### src/design/bpa_pkg.sv
package bpa_pkg;

  // sizes of the managed region
  localparam int TOP_ORDER     = 10;
  localparam int ORDERS        = TOP_ORDER + 1;
  localparam int PAGE_CAPACITY = 4096;
  localparam int IDX_W         = 12;
  localparam int CNT_W         = 13;
  localparam int ORD_W         = 4;

  // head flags are kept as words of 32 pages
  localparam int FW_SH   = 5;
  localparam int FW_BITS = 32;
  localparam int FW_AW   = IDX_W - FW_SH;
  localparam int SMALL_ORD = FW_SH;

  localparam logic [CNT_W-1:0] NO_LINK   = CNT_W'(PAGE_CAPACITY);
  localparam logic [CNT_W-1:0] REGION_MAX = CNT_W'(PAGE_CAPACITY);
  localparam logic [CNT_W-1:0] ALLOC_MAX = CNT_W'(1) << TOP_ORDER;

  // request codes
  localparam logic [1:0] FUNC_ALLOC  = 2'd0;
  localparam logic [1:0] FUNC_FREE   = 2'd1;
  localparam logic [1:0] FUNC_FORMAT = 2'd2;

  // result codes
  localparam logic [1:0] ST_OK     = 2'd0;
  localparam logic [1:0] ST_NOFREE = 2'd1;
  localparam logic [1:0] ST_BADCNT = 2'd2;
  localparam logic [1:0] ST_RANGE  = 2'd3;

  // datapath micro-operations
  typedef enum logic [4:0] {
    DP_NOP,
    DP_LOAD,
    DP_STAT,
    DP_FMT_INIT,
    DP_CLRW,
    DP_CARVE_INIT,
    DP_O_INC,
    DP_C_INIT,
    DP_C_INC,
    DP_A_TAKE,
    DP_A_SPLIT,
    DP_A_TAIL,
    DP_FREE_INIT,
    DP_OF_ZERO,
    DP_OF_INC,
    DP_OF_DEC,
    DP_FB_INIT,
    DP_FB_RD,
    DP_FB_MASKW,
    DP_FB_RDB,
    DP_FB_ARG_B,
    DP_FB_ARG_P,
    DP_FB_MRG,
    DP_FR_NEXT,
    DP_F_ARG,
    DP_P0,
    DP_P1,
    DP_U1,
    DP_OUT
  } dp_op_t;

  typedef struct packed {
    dp_op_t     op;
    logic [1:0] stat;
  } bpa_cmd_t;

  typedef struct packed {
    logic [1:0] func;
    logic       cnt_zero;
    logic       cnt_big;
    logic       range_bad;
    logic       ord_short;
    logic       head_ok;
    logic       c_top;
    logic       c_above;
    logic       tail_left;
    logic       fr_go;
    logic       of_grow;
    logic       b_small;
    logic       blk_last;
    logic       sw_all;
    logic       b_top;
    logic       buddy_out;
    logic       buddy_free;
    logic       carve_fit;
    logic       of_zero;
  } bpa_sts_t;

endpackage

### src/design/bpa_ctrl.sv
module bpa_ctrl (
  input  logic               clk,
  input  logic               rst_n,
  input  logic               in_valid,
  output logic               in_ready,
  output logic               out_valid,
  input  logic               out_ready,
  input  bpa_pkg::bpa_sts_t  sts,
  output bpa_pkg::bpa_cmd_t  cmd
);

  localparam int NS = 23;

  typedef enum logic [NS-1:0] {
    S_INIT    = NS'(1) << 0,
    S_IDLE    = NS'(1) << 1,
    S_DECODE  = NS'(1) << 2,
    S_A_ORD   = NS'(1) << 3,
    S_A_SRCH  = NS'(1) << 4,
    S_A_SPLIT = NS'(1) << 5,
    S_FR_TOP  = NS'(1) << 6,
    S_FR_ORD  = NS'(1) << 7,
    S_FB_CLR  = NS'(1) << 8,
    S_FB_MASK = NS'(1) << 9,
    S_FB_CHK  = NS'(1) << 10,
    S_FB_TST  = NS'(1) << 11,
    S_FB_MRG  = NS'(1) << 12,
    S_FR_NEXT = NS'(1) << 13,
    S_F_CLR   = NS'(1) << 14,
    S_F_CI    = NS'(1) << 15,
    S_F_CARVE = NS'(1) << 16,
    S_F_ADV   = NS'(1) << 17,
    S_P0      = NS'(1) << 18,
    S_P1      = NS'(1) << 19,
    S_U0      = NS'(1) << 20,
    S_U1      = NS'(1) << 21,
    S_RESULT  = NS'(1) << 22
  } state_t;

  state_t state_r, state_nxt;
  state_t ret_r, ret_nxt;
  logic   out_valid_r, out_valid_nxt;
  logic   out_free;

  assign out_free  = !out_valid_r || out_ready;
  assign in_ready  = (state_r == S_IDLE);
  assign out_valid = out_valid_r;

  // sequencer
  always_comb begin
    state_nxt = state_r;
    ret_nxt   = ret_r;
    cmd.op    = bpa_pkg::DP_NOP;
    cmd.stat  = bpa_pkg::ST_OK;
    case (state_r)
      S_INIT: begin
        cmd.op = bpa_pkg::DP_CLRW;
        if (sts.sw_all) begin
          state_nxt = S_IDLE;
        end
      end
      S_IDLE: begin
        if (in_valid) begin
          cmd.op    = bpa_pkg::DP_LOAD;
          state_nxt = S_DECODE;
        end
      end
      S_DECODE: begin
        case (sts.func)
          bpa_pkg::FUNC_ALLOC: begin
            if (sts.cnt_zero || sts.cnt_big) begin
              cmd.op    = bpa_pkg::DP_STAT;
              cmd.stat  = bpa_pkg::ST_BADCNT;
              state_nxt = S_RESULT;
            end else begin
              state_nxt = S_A_ORD;
            end
          end
          bpa_pkg::FUNC_FREE: begin
            if (sts.cnt_zero) begin
              cmd.op    = bpa_pkg::DP_STAT;
              cmd.stat  = bpa_pkg::ST_BADCNT;
              state_nxt = S_RESULT;
            end else if (sts.range_bad) begin
              cmd.op    = bpa_pkg::DP_STAT;
              cmd.stat  = bpa_pkg::ST_RANGE;
              state_nxt = S_RESULT;
            end else begin
              cmd.op    = bpa_pkg::DP_FREE_INIT;
              state_nxt = S_FR_TOP;
            end
          end
          bpa_pkg::FUNC_FORMAT: begin
            cmd.op    = bpa_pkg::DP_FMT_INIT;
            state_nxt = S_F_CLR;
          end
          default: begin
            state_nxt = S_RESULT;
          end
        endcase
      end
      // round the count up to a power of two
      S_A_ORD: begin
        if (sts.ord_short) begin
          cmd.op = bpa_pkg::DP_O_INC;
        end else begin
          cmd.op    = bpa_pkg::DP_C_INIT;
          state_nxt = S_A_SRCH;
        end
      end
      // smallest non-empty list at or above the order
      S_A_SRCH: begin
        if (sts.head_ok) begin
          cmd.op    = bpa_pkg::DP_A_TAKE;
          ret_nxt   = S_A_SPLIT;
          state_nxt = S_U0;
        end else if (sts.c_top) begin
          cmd.op    = bpa_pkg::DP_STAT;
          cmd.stat  = bpa_pkg::ST_NOFREE;
          state_nxt = S_RESULT;
        end else begin
          cmd.op = bpa_pkg::DP_C_INC;
        end
      end
      // push upper halves, then give back the unused tail
      S_A_SPLIT: begin
        if (sts.c_above) begin
          cmd.op    = bpa_pkg::DP_A_SPLIT;
          ret_nxt   = S_A_SPLIT;
          state_nxt = S_P0;
        end else if (sts.tail_left) begin
          cmd.op    = bpa_pkg::DP_A_TAIL;
          state_nxt = S_FR_TOP;
        end else begin
          state_nxt = S_RESULT;
        end
      end
      // range free: one aligned chunk at a time
      S_FR_TOP: begin
        if (sts.fr_go) begin
          cmd.op    = bpa_pkg::DP_OF_ZERO;
          state_nxt = S_FR_ORD;
        end else begin
          state_nxt = S_RESULT;
        end
      end
      S_FR_ORD: begin
        if (sts.of_grow) begin
          cmd.op = bpa_pkg::DP_OF_INC;
        end else begin
          cmd.op    = bpa_pkg::DP_FB_INIT;
          state_nxt = S_FB_CLR;
        end
      end
      // clear head flags over the chunk
      S_FB_CLR: begin
        if (sts.b_small) begin
          cmd.op    = bpa_pkg::DP_FB_RD;
          state_nxt = S_FB_MASK;
        end else begin
          cmd.op = bpa_pkg::DP_CLRW;
          if (sts.blk_last) begin
            state_nxt = S_FB_CHK;
          end
        end
      end
      S_FB_MASK: begin
        cmd.op    = bpa_pkg::DP_FB_MASKW;
        state_nxt = S_FB_CHK;
      end
      // merge with a free buddy of equal order
      S_FB_CHK: begin
        if (sts.b_top || sts.buddy_out) begin
          cmd.op    = bpa_pkg::DP_FB_ARG_P;
          ret_nxt   = S_FR_NEXT;
          state_nxt = S_P0;
        end else begin
          cmd.op    = bpa_pkg::DP_FB_RDB;
          state_nxt = S_FB_TST;
        end
      end
      S_FB_TST: begin
        if (sts.buddy_free) begin
          cmd.op    = bpa_pkg::DP_FB_ARG_B;
          ret_nxt   = S_FB_MRG;
          state_nxt = S_U0;
        end else begin
          cmd.op    = bpa_pkg::DP_FB_ARG_P;
          ret_nxt   = S_FR_NEXT;
          state_nxt = S_P0;
        end
      end
      S_FB_MRG: begin
        cmd.op    = bpa_pkg::DP_FB_MRG;
        state_nxt = S_FB_CHK;
      end
      S_FR_NEXT: begin
        cmd.op    = bpa_pkg::DP_FR_NEXT;
        state_nxt = S_FR_TOP;
      end
      // format: clear all flags, then carve largest blocks
      S_F_CLR: begin
        cmd.op = bpa_pkg::DP_CLRW;
        if (sts.sw_all) begin
          state_nxt = S_F_CI;
        end
      end
      S_F_CI: begin
        cmd.op    = bpa_pkg::DP_CARVE_INIT;
        state_nxt = S_F_CARVE;
      end
      S_F_CARVE: begin
        if (sts.carve_fit) begin
          cmd.op    = bpa_pkg::DP_F_ARG;
          ret_nxt   = S_F_ADV;
          state_nxt = S_P0;
        end else if (sts.of_zero) begin
          state_nxt = S_RESULT;
        end else begin
          cmd.op = bpa_pkg::DP_OF_DEC;
        end
      end
      S_F_ADV: begin
        cmd.op    = bpa_pkg::DP_FR_NEXT;
        state_nxt = S_F_CARVE;
      end
      // list push and unlink
      S_P0: begin
        cmd.op    = bpa_pkg::DP_P0;
        state_nxt = S_P1;
      end
      S_P1: begin
        cmd.op    = bpa_pkg::DP_P1;
        state_nxt = ret_r;
      end
      S_U0: begin
        state_nxt = S_U1;
      end
      S_U1: begin
        cmd.op    = bpa_pkg::DP_U1;
        state_nxt = ret_r;
      end
      S_RESULT: begin
        if (out_free) begin
          cmd.op    = bpa_pkg::DP_OUT;
          state_nxt = S_IDLE;
        end
      end
      default: begin
        state_nxt = S_IDLE;
      end
    endcase
  end

  // result word valid
  always_comb begin
    out_valid_nxt = out_valid_r;
    if (out_valid_r && out_ready) begin
      out_valid_nxt = 1'b0;
    end
    if (state_r == S_RESULT && out_free) begin
      out_valid_nxt = 1'b1;
    end
  end

  always_ff @(posedge clk) begin
    if (!rst_n) begin
      state_r     <= S_INIT;
      ret_r       <= S_IDLE;
      out_valid_r <= 1'b0;
    end else begin
      state_r     <= state_nxt;
      ret_r       <= ret_nxt;
      out_valid_r <= out_valid_nxt;
    end
  end

endmodule
### config.mk
export PLATFORM = sky130hd
export DESIGN_NAME = bpa_ctrl
export DESIGN_NICKNAME = d
export VERILOG_FILES = /design/src/design/bpa_pkg.sv /design/src/design/bpa_ctrl.sv
export SDC_FILE = /design/constraint.sdc
export NUM_CORES = 1
export LEC_CHECK = 0
export ABC_AREA = 1
export BUFFER_PORTS_ARGS = -buffer_cell sky130_fd_sc_hd__buf_2
export CAP_MARGIN = 20
export CORE_ASPECT_RATIO = 0.7
export CORE_MARGIN = 1
export CORE_UTILIZATION = 40
export DETAILED_ROUTE_END_ITERATION = 12
export MAX_ROUTING_LAYER = met4
export PLACE_DENSITY = 0.68
export SYNTH_ARGS = -nofsm -noshare
export SYNTH_HDL_FRONTEND = slang
export SYNTH_SLANG_ARGS = --single-unit
### constraint.sdc
create_clock -name clk -period 5.5 [get_ports clk]
set_input_delay 1.1 -clock clk [delete_from_list [all_inputs] [get_ports clk]]
set_output_delay 1.1 -clock clk [all_outputs]
set_load 0.02 [all_outputs]
==> reports/qor.csv, run 1 <==
metric,value,unit
outcome,completed,
grt_max_degree,21,
crit_fanout,20,
combPwrFrac,59.6,%
area_growth_syn_to_layout,12.9,%
setup_viol,0,
cellLeakagePower,0.00152,uW
cts_tree,done,
synthFlopType,dfxtp_1,
drt_iter0_markers,261,
die_w,94.5,um
synth-xor-area-share,0,%
r2r_start,state_r[14],
p_per_area,477,nW/um2
cp.required,4400,ps
ys_async_sr_fraction,0,%
endpoint,cmd[2],
grt_pass1_vias,2177,
row_count,23,
fin_setup_tns,0,ps
cts_setup_buffers,0,
p_int,607,uW
swShare,53.0,%
cts_num_sinks,29,
grt_overflow,0,
cts-root-buf,clkbuf_8,
core,5760,um2
cts_hold_buf,0,
maxSlewViolCount,0,
reg2reg_slack,3060,ps
ir_worst_vdd,0.195,mV
place.port_buffers,32,
die_h,66.8,um
syn_avg_cell_area,5.99,um2
power_frac_seq,22.0,%
h-tree-depth,2,
dp.cells,499,
multi_input_area,1500,um2
critPathTopFamily,simple AND/OR/NAND/NOR gates,
grt_antenna_before_repair,0,
timing.fmax,284,MHz
syn-cell-area,2400,um2
hold_violations,0,
ys_seq_area_share,24.2,%
clkSlewWorstSetupHoldPaths,70,ps
grt_pass1_wl,10800,um
ant_nets,0,
synth-simple-area-share,55.1,%
p_clk_share,18.4,%
start_util,41.7,%
final_cells,507,
hp-class,register to register,
maxCapViolations,0,
crit_start,state_r[18],
clk_latency,290,ps
viasPerCell,5.19,
n_fill_cell,605,
cts-resized-gates,0,
layout-drive-gt1-share,20.1,%
wl_per_cell,14.0,um
ys_warn_count,0,
synth_top_family_by_area,simple AND/OR/NAND/NOR gates,
finalClockSkew,3.31,ps
synth-adder-area-share,0,%
fin_crit_sh,64.0,%
crit_chain,"nor2_1, nand2_2, nor2_4, nand2_2, nor2_4, nand2_1, o22ai_1, nor3_1, nand3b_1, buf_2",
yosysUniqueCellTypes,35,
synth_fp_nets,424,
power,1290,uW
seq_area,581,um2
final_net_count,455,
fin_util,47.0,%
cp-start-kind,register,
r2r-end,state_r[21],
post_dp_cell_area,2590,um2
min_period,3520,ps
clk_path_buf_depth,2,
wirelength,7090,um
dieArea,6310,um2
relSlewSlack,35.8,%
synth-seq-cells,29,
synth-edff-count,0,
crit_type,register to output pin,
r2r_cells,12,
crit_slowest_cell,nor2_4,
numCtsBuffers,5,
worstMarginPinSlew,959,ps
min_from,ret_r[13],
cp.arrival,2420,ps
synth_compound_area_share,7.41,%
finalInstanceArea,2710,um2
crit_path_end_kind,output pin,
grt.total_usage,24.1,%
antenna-diode-count,0,
critPathMaxStageDelay,440,ps
switchingPower,684,uW
cp.depth,10,
firstDrtPassIters,5,
via_count,2630,
synthCells,400,
dpl.hpwl,5650,um
worst-path-buf-inv,1,
synthMuxAreaShare,0,%
drc,0,
place_congestion,0.994,
ioPinCount,33,
rsz0062_at_grt,no,
[flip-flops by register name, summed over array words and instances (netlist names)]
name       cells
state_r       23
out_valid      1
ret_r          5
[final cells by class]
cell class              count  share of cell area, %
repair buffers             32                   5.92
inverters                  67                   9.39
flip-flops and latches     29                   21.5
multi-input cells         296                   55.3
clock buffers               6                   3.05
well taps                  75                   3.47
clock inverters             2                   1.39
[power groups by stage]
stage / sequential [uW] / clock [uW] / combinational (uW)
after floorplan: 281 / 0 / 640
after global placement: 286 / 0 / 753
after detailed placement: 287 / 0 / 758
after CTS: 283 / 242 / 759
after global routing: 289 / 253 / 839
final: 284 / 238 / 770
[cell usage after synthesis, types with 7 or more instances]
master	count	share of area, %
dfxtp_1	29	24
a21oi_1	7	1.5
nor2_2	13	3.4
inv_2	9	1.4
nand3_1	44	9.2
inv_1	57	8.9
nor3_1	21	4.4
nor2_1	69	11
o21ai_0	9	1.9
nand2_1	76	12
nand2_2	9	2.3
nand4_1	9	2.3
[worst min-delay path by stage]
stage | cells after the start | to
6_report | 2 | state_r[13]
3_3_place_gp | 2 | state_r[13]
2_1_floorplan | 2 | state_r[12]
4_1_cts | 2 | state_r[12]
3_5_place_dp | 2 | state_r[12]
5_1_grt | 2 | state_r[12]
[routing by layer]
metal	global-route usage, %	vias up	wire [um]
met1	35.1	1144	3550
met3	5.48	8	723
met4	7.39	0	65
met5	-	-	0
li1	-	1345	-
met2	32.2	133	2750
[layout by cell type, fill, tap and decap left out, drive strengths merged, types with 7 or more instances in the layout]
| master | Yosys | routed |
|---|---|---|
| o21ai | 11 | 11 |
| nor3 | 21 | 21 |
| inv | 67 | 67 |
| nand4 | 9 | 9 |
| dfxtp | 29 | 29 |
| nor2 | 88 | 88 |
| a21oi | 7 | 7 |
| nand3 | 49 | 49 |
| buf | 6 | 32 |
| nand2 | 87 | 87 |
[tightest hold or removal path, cell delays in order, from the launching register on]
cell     delay [ps]
dfxtp_1         310
inv_1            50
nor3_1           40
[kinds of logic (layout without fill, tap and decap cells)]
| family | count (synthesis) | after routing |
|---|---|---|
| buffers and inverters | 75 | 107 |
| and+or+nand+nor | 266 | 266 |
| AOI/OAI and AO/OA | 30 | 30 |
| DFF | 29 | 29 |
[metrics by stage]
| step | hold slack, ps | worst slack, ps |
|---|---|---|
| after floorplan | 416 | 2530 |
| after global placement | 430 | 2200 |
| after detailed placement | 428 | 2240 |
| after CTS | 441 | 2010 |
| after global routing | 475 | 1750 |
| final | 444 | 1980 |
Note: power is estimated with default switching activity, not from simulation.
==> inputs of run 2 (changes only) <==
--- a/config.mk
+++ b/config.mk
@@ -13,7 +13,7 @@
 export CORE_UTILIZATION = 40
 export DETAILED_ROUTE_END_ITERATION = 12
 export MAX_ROUTING_LAYER = met4
-export PLACE_DENSITY = 0.68
+export PLACE_DENSITY = 0.7
 export SYNTH_ARGS = -nofsm -noshare
 export SYNTH_HDL_FRONTEND = slang
 export SYNTH_SLANG_ARGS = --single-unit
==> constraint.sdc (replaced) <==
create_clock -name clk -period 3 [get_ports clk]
set_input_delay 0.6 -clock clk [delete_from_list [all_inputs] [get_ports clk]]
set_output_delay 0.6 -clock clk [all_outputs]
set_load 0.02 [all_outputs]
==> reports/qor.csv, run 2 (synthesized netlist as in run 1, its figures left out) <==
metric,value,unit,change
ant_nets,0,,unchanged
relSlewSlack,69.7,%,was 35.8%
final_cells,516,,was 507
grt_overflow,0,,unchanged
min_path_cells,2,,unchanged
final_common_cell,nand2_1,,unchanged
cts-resized-gates,0,,unchanged
grt.total_usage,25.6,%,was 24.1%
cts_tree,done,,unchanged
grt_max_degree,20,,was 21
switchingPower,1290,uW,was 684 uW
antenna-diode-count,0,,unchanged
min_to,state_r[17],,was state_r[13]
drt_iter0_markers,265,,was 261
grt_antenna_before_repair,0,,unchanged
maxSlewViolCount,0,,unchanged
die_h,66.8,um,unchanged
wl_per_cell,14.5,um,was 14.0 um
combPwrFrac,61.6,%,was 59.6%
maxCapViolations,0,,unchanged
numCtsBuffers,5,,unchanged
dpl.hpwl,5880,um,was 5650 um
p_per_area,899,nW/um2,was 477 nW/um2
dieArea,6310,um2,unchanged
final_net_count,464,,was 455
r2r_start,state_r[17],,was state_r[14]
core,5760,um2,unchanged
n_fill_cell,606,,was 605
cts_hold_buf,0,,unchanged
clk_path_buf_depth,2,,unchanged
place.port_buffers,32,,unchanged
hp-class,register to register,,unchanged
timing.fmax,351,MHz,
wirelength,7470,um,was 7090 um
ioPinCount,33,,unchanged
dp.cells,502,,was 499
worstMarginPinSlew,454,ps,was 959 ps
layout-drive-gt1-share,21.8,%,was 20.1%
cts-root-buf,clkbuf_8,,unchanged
r2r-end,state_r[22],,was state_r[21]
hold_violations,0,,unchanged
outcome,completed,,unchanged
fin_util,48.4,%,was 47.0%
layout_common_cells,"nand2_1 (76), nor2_1 (69), inv_1 (57)",,unchanged
rsz0062_at_grt,no,,unchanged
r2r_cells,16,,was 12
cts_num_sinks,29,,unchanged
p_clk_share,17.7,%,was 18.4%
min_period,2850,ps,
fin_ws,152,ps,was 1980 ps
largest_reg_flops,23,,unchanged
row_count,23,,unchanged
fin_crit_sh,94.9,%,
largest-register,state_r,,unchanged
cellLeakagePower,0.00157,uW,was 0.00152 uW
cts_setup_buffers,0,,unchanged
crit_type,register to output pin,,unchanged
ir_worst_vdd,0.425,mV,was 0.195 mV
crit_path_end_kind,output pin,,unchanged
reg2reg_slack,830,ps,was 3060 ps
swShare,51.3,%,was 53.0%
clk_latency,300,ps,was 290 ps
setup_viol,0,,unchanged
via_count,2717,,was 2630
area_growth_syn_to_layout,16.2,%,was 12.9%
firstDrtPassIters,5,,unchanged
place_congestion,0.965,,was 0.994
p_int,1220,uW,was 607 uW
grt_pass1_vias,2257,,was 2177
viasPerCell,5.27,,was 5.19
start_util,41.7,%,unchanged
crit_fanout,16,,was 20
drc,0,,unchanged
h-tree-depth,2,,unchanged
power_frac_seq,20.7,%,was 22.0%
fin_setup_tns,0,ps,unchanged
cp-start-kind,register,,unchanged
cp.required,2400,ps,was 4400 ps
die_w,94.5,um,unchanged
clkSlewWorstSetupHoldPaths,70,ps,about the same
finalClockSkew,5.26,ps,was 3.31 ps
place_ws,409,ps,was 2240 ps
cp.arrival,2250,ps,was 2420 ps
grt_pass1_wl,11500,um,was 10800 um
min_from,ret_r[17],,was ret_r[13]
-- run 2: cell types whose count changed in the layout (fill, tap and decap cells not counted) --
| cell | before | now |
|---|---|---|
| buf_12 | 0 | 1 |
| buf_4 | 0 | 8 |
-- run 2: worst max-delay path, stage by stage, from the launching register on --
cell	delay [ps]
dfxtp_1	330
nor2_2	180
nand2_2	160
nor2_8	280
nand2_4	120
inv_4	100
nand2_1	100
o21ai_0	290
nor3_1	100
nand3_1	110
buf_2	170
-- run 2: worst max path at each step --
stage,startpoint,to,slack (ps),cells after the start
final,state_r[10],cmd[4],150,10
after detailed placement,state_r[16],cmd[4],410,10
after global routing,state_r[18],cmd[4],50,11
after floorplan,state_r[16],cmd[0],740,8
after global placement,state_r[16],cmd[4],440,10
after CTS,state_r[16],cmd[4],90,10
-- run 2: final cells by class --
type | instances | area, um2 | share of cell area, %
inverter | 67 | 254 | 9.12
tap | 75 | 93.8 | 3.37
sequential | 29 | 581 | 20.8
clock buffer | 6 | 82.6 | 2.96
multi-input combinational | 296 | 1500 | 53.7
clock inverter | 2 | 37.5 | 1.35
timing repair buffer | 41 | 240 | 8.62
-- run 2: power groups by stage --
stage	combinational, uW	sequential (uW)	clock [uW]
after floorplan	1170	515	0
after detailed placement	1420	526	0
after CTS	1420	519	450
final	1540	519	443
after global placement	1410	524	0
after global routing	1690	528	466
-- run 2: stage by stage --
stage	hold slack (ps)	power [uW]	instance area (um2)
4_1_cts	445	2390	2730
3_3_place_gp	425	1930	2610
6_report	436	2500	2790
5_1_grt	480	2680	2790
2_1_floorplan	416	1690	2400
3_5_place_dp	434	1940	2610
-- run 2: routing by layer --
layer | GRT usage [%] | wire, um
met1 | 37.8 | 3770
met2 | 34.1 | 2860
met3 | 4.79 | 686
met4 | 8.71 | 155
met5 | - | 0
==> inputs of run 3 (changes only) <==
--- a/config.mk
+++ b/config.mk
@@ -11,6 +11,7 @@
 export CORE_ASPECT_RATIO = 0.7
 export CORE_MARGIN = 1
 export CORE_UTILIZATION = 40
+export CTS_CLUSTER_SIZE = 8
 export DETAILED_ROUTE_END_ITERATION = 12
 export MAX_ROUTING_LAYER = met4
 export PLACE_DENSITY = 0.7
==> constraint.sdc (replaced) <==
create_clock -name clk -period 3 [get_ports clk]
set_input_delay 0.6 -clock clk [delete_from_list [all_inputs] [get_ports clk]]
set_output_delay 0.6 -clock clk [all_outputs]
set_load 0.05 [all_outputs]
==> reports/qor.csv, run 3 (synthesized netlist as in run 1, its figures left out) <==
metric,value,unit,change
outcome,completed,,unchanged
drc,0,,unchanged
largest_reg_flops,23,,unchanged
firstDrtPassIters,5,,unchanged
crit_slowest_cell,o21ai_0,,was dfxtp_1
crit_chain,"nor2_2, nand2_2, nor2_4, buf_12, buf_4, nand3_2, o21ai_0, nor3_1, nand2_1, buf_2",,"was nor2_2, nand2_2, nor2_8, nand2_4, inv_4, nand2_1, o21ai_0, nor3_1, nand3_1, buf_2"
cp.depth,10,,unchanged
core,5760,um2,unchanged
cts_tree,done,,unchanged
wirelength,7510,um,was 7470 um
r2r_cells,16,,unchanged
clk_path_buf_depth,2,,unchanged
final_cells,522,,was 516
row_count,23,,unchanged
place.port_buffers,32,,unchanged
hp-class,register to register,,unchanged
h-tree-depth,2,,unchanged
crit_start,state_r[16],,was state_r[10]
grt_max_degree,20,,unchanged
numCtsBuffers,5,,unchanged
wl_per_cell,14.4,um,was 14.5 um
dieArea,6310,um2,unchanged
cp-start-kind,register,,unchanged
final_common_cell,nand2_1,,unchanged
via_count,2716,,was 2717
critPathMaxStageDelay,370,ps,was 330 ps
r2r-end,state_r[22],,unchanged
ant_nets,0,,unchanged
critPathTopFamily,simple AND/OR/NAND/NOR gates,,unchanged
clk_latency,290,ps,was 300 ps
crit_fanout,11,,was 16
worst-path-buf-inv,3,,was 2
relSlewSlack,70.1,%,was 69.7%
clkSlewWorstSetupHoldPaths,70,ps,about the same
maxCapViolations,0,,unchanged
setup_viol,0,,unchanged
maxSlewViolCount,0,,unchanged
place_congestion,0.970,,was 0.965
ir_worst_vdd,0.318,mV,was 0.425 mV
antenna-diode-count,0,,unchanged
layout-drive-gt1-share,22.8,%,was 21.8%
grt_pass1_wl,11600,um,was 11500 um
grt.total_usage,25.6,%,about the same
cp.required,2400,ps,about the same
die_w,94.5,um,unchanged
ioPinCount,33,,unchanged
cts_num_sinks,29,,unchanged
layout_common_cells,"nand2_1 (76), nor2_1 (69), inv_1 (57)",,unchanged
start_util,41.7,%,unchanged
endpoint,cmd[3],,was cmd[4]
area_growth_syn_to_layout,19.2,%,was 16.2%
fin_setup_tns,0,ps,unchanged
worstMarginPinSlew,448,ps,was 454 ps
cts_hold_buf,0,,unchanged
rsz0062_at_grt,no,,unchanged
viasPerCell,5.20,,was 5.27
grt_overflow,0,,unchanged
crit_type,register to output pin,,unchanged
fin_crit_sh,95.8,%,was 94.9%
min_period,2870,ps,was 2850 ps
finalClockSkew,6.43,ps,was 5.26 ps
r2r_start,state_r[16],,was state_r[17]
dpl.hpwl,5770,um,was 5880 um
grt_antenna_before_repair,0,,unchanged
timing.fmax,348,MHz,was 351 MHz
cp.arrival,2270,ps,was 2250 ps
crit_path_end_kind,output pin,,unchanged
cellLeakagePower,0.00160,uW,was 0.00157 uW
largest-register,state_r,,unchanged
dp.cells,504,,was 502
cts-root-buf,clkbuf_8,,unchanged
die_h,66.8,um,unchanged
reg2reg_slack,790,ps,was 830 ps
drt_iter0_markers,296,,was 265
hold_violations,0,,unchanged
final_net_count,470,,was 464
grt_pass1_vias,2298,,was 2257
p_per_area,970,nW/um2,was 899 nW/um2
run 3: changes by cell type in the layout (fill, tap and decap cells not counted):
cell	change
clkbuf_4	+3
nand2_4	+1
buf_2	-3
buf_4	+5
o21ai_0	-1
o21ai_1	+1
nor2_2	-2
nand2_2	-1
nor2_4	+3
run 3: final cells by class:
cell class | instances | area (um2)
clock buffers | 6 | 82.6
clock inverters | 2 | 37.5
fillers | 584 | 2900
inverters | 67 | 254
multi-input cells | 297 | 1520
flip-flops and latches | 29 | 581
well taps | 75 | 93.8
repair buffers | 46 | 285
run 3: through the flow:
| step | util [%] | area, um2 | hold WS (ps) | power (uW) | setup WS [ps] |
|---|---|---|---|---|---|
| finish | 49.7 | 2860 | 439 | 2770 | 126 |
| global placement | 45.6 | 2620 | 426 | 2060 | 380 |
| detailed placement | 45.6 | 2620 | 431 | 2060 | 374 |
| CTS | 47.7 | 2740 | 439 | 2510 | 39.3 |
| floorplan | - | 2400 | 416 | 1790 | 133 |
| global route | 49.7 | 2860 | 469 | 2950 | 17.3 |
run 3: worst min-delay path by stage:
stage                     startpoint     endpoint  slack, ps  cells past startpoint
final                      ret_r[17]  state_r[17]        440                      2
after detailed placement   ret_r[17]  state_r[17]        430                      2
after CTS                  ret_r[17]  state_r[17]        440                      2
after floorplan            ret_r[12]  state_r[12]        420                      2
after global routing       ret_r[17]  state_r[17]        470                      2
after global placement     ret_r[17]  state_r[17]        430                      2
run 3: report_power, final:
| part | leakage, uW | switching (uW) | internal, uW |
|---|---|---|---|
| logic | 0.00130 | 1210 | 599 |
| clock network | 0.0000574 | 172 | 270 |
| registers | 0.000235 | 55.6 | 460 |
| total | 0.00160 | 1440 | 1330 |
run 3: what timing repair did:
action                                  CTS  global route
resized for setup                         0             7
setup buffers                             0             9
endpoints found under the setup margin    0             5
run 3: routing by layer:
layer | vias to the layer above | track usage (%) | share of wire (%)
met5 | - | - | 0
met4 | 0 | 7.20 | 1.9
met3 | 13 | 4.57 | 8.3
met2 | 120 | 35.3 | 38
met1 | 1208 | 37.5 | 52
li1 | 1375 | - | -
run 3: tightest hold or removal path, delay by kind of cell (launching register included):
family                 cells  cell delay, ps
AND/OR/NAND/NOR            1              40
buffers and inverters      1              50
flip-flops                 1             310
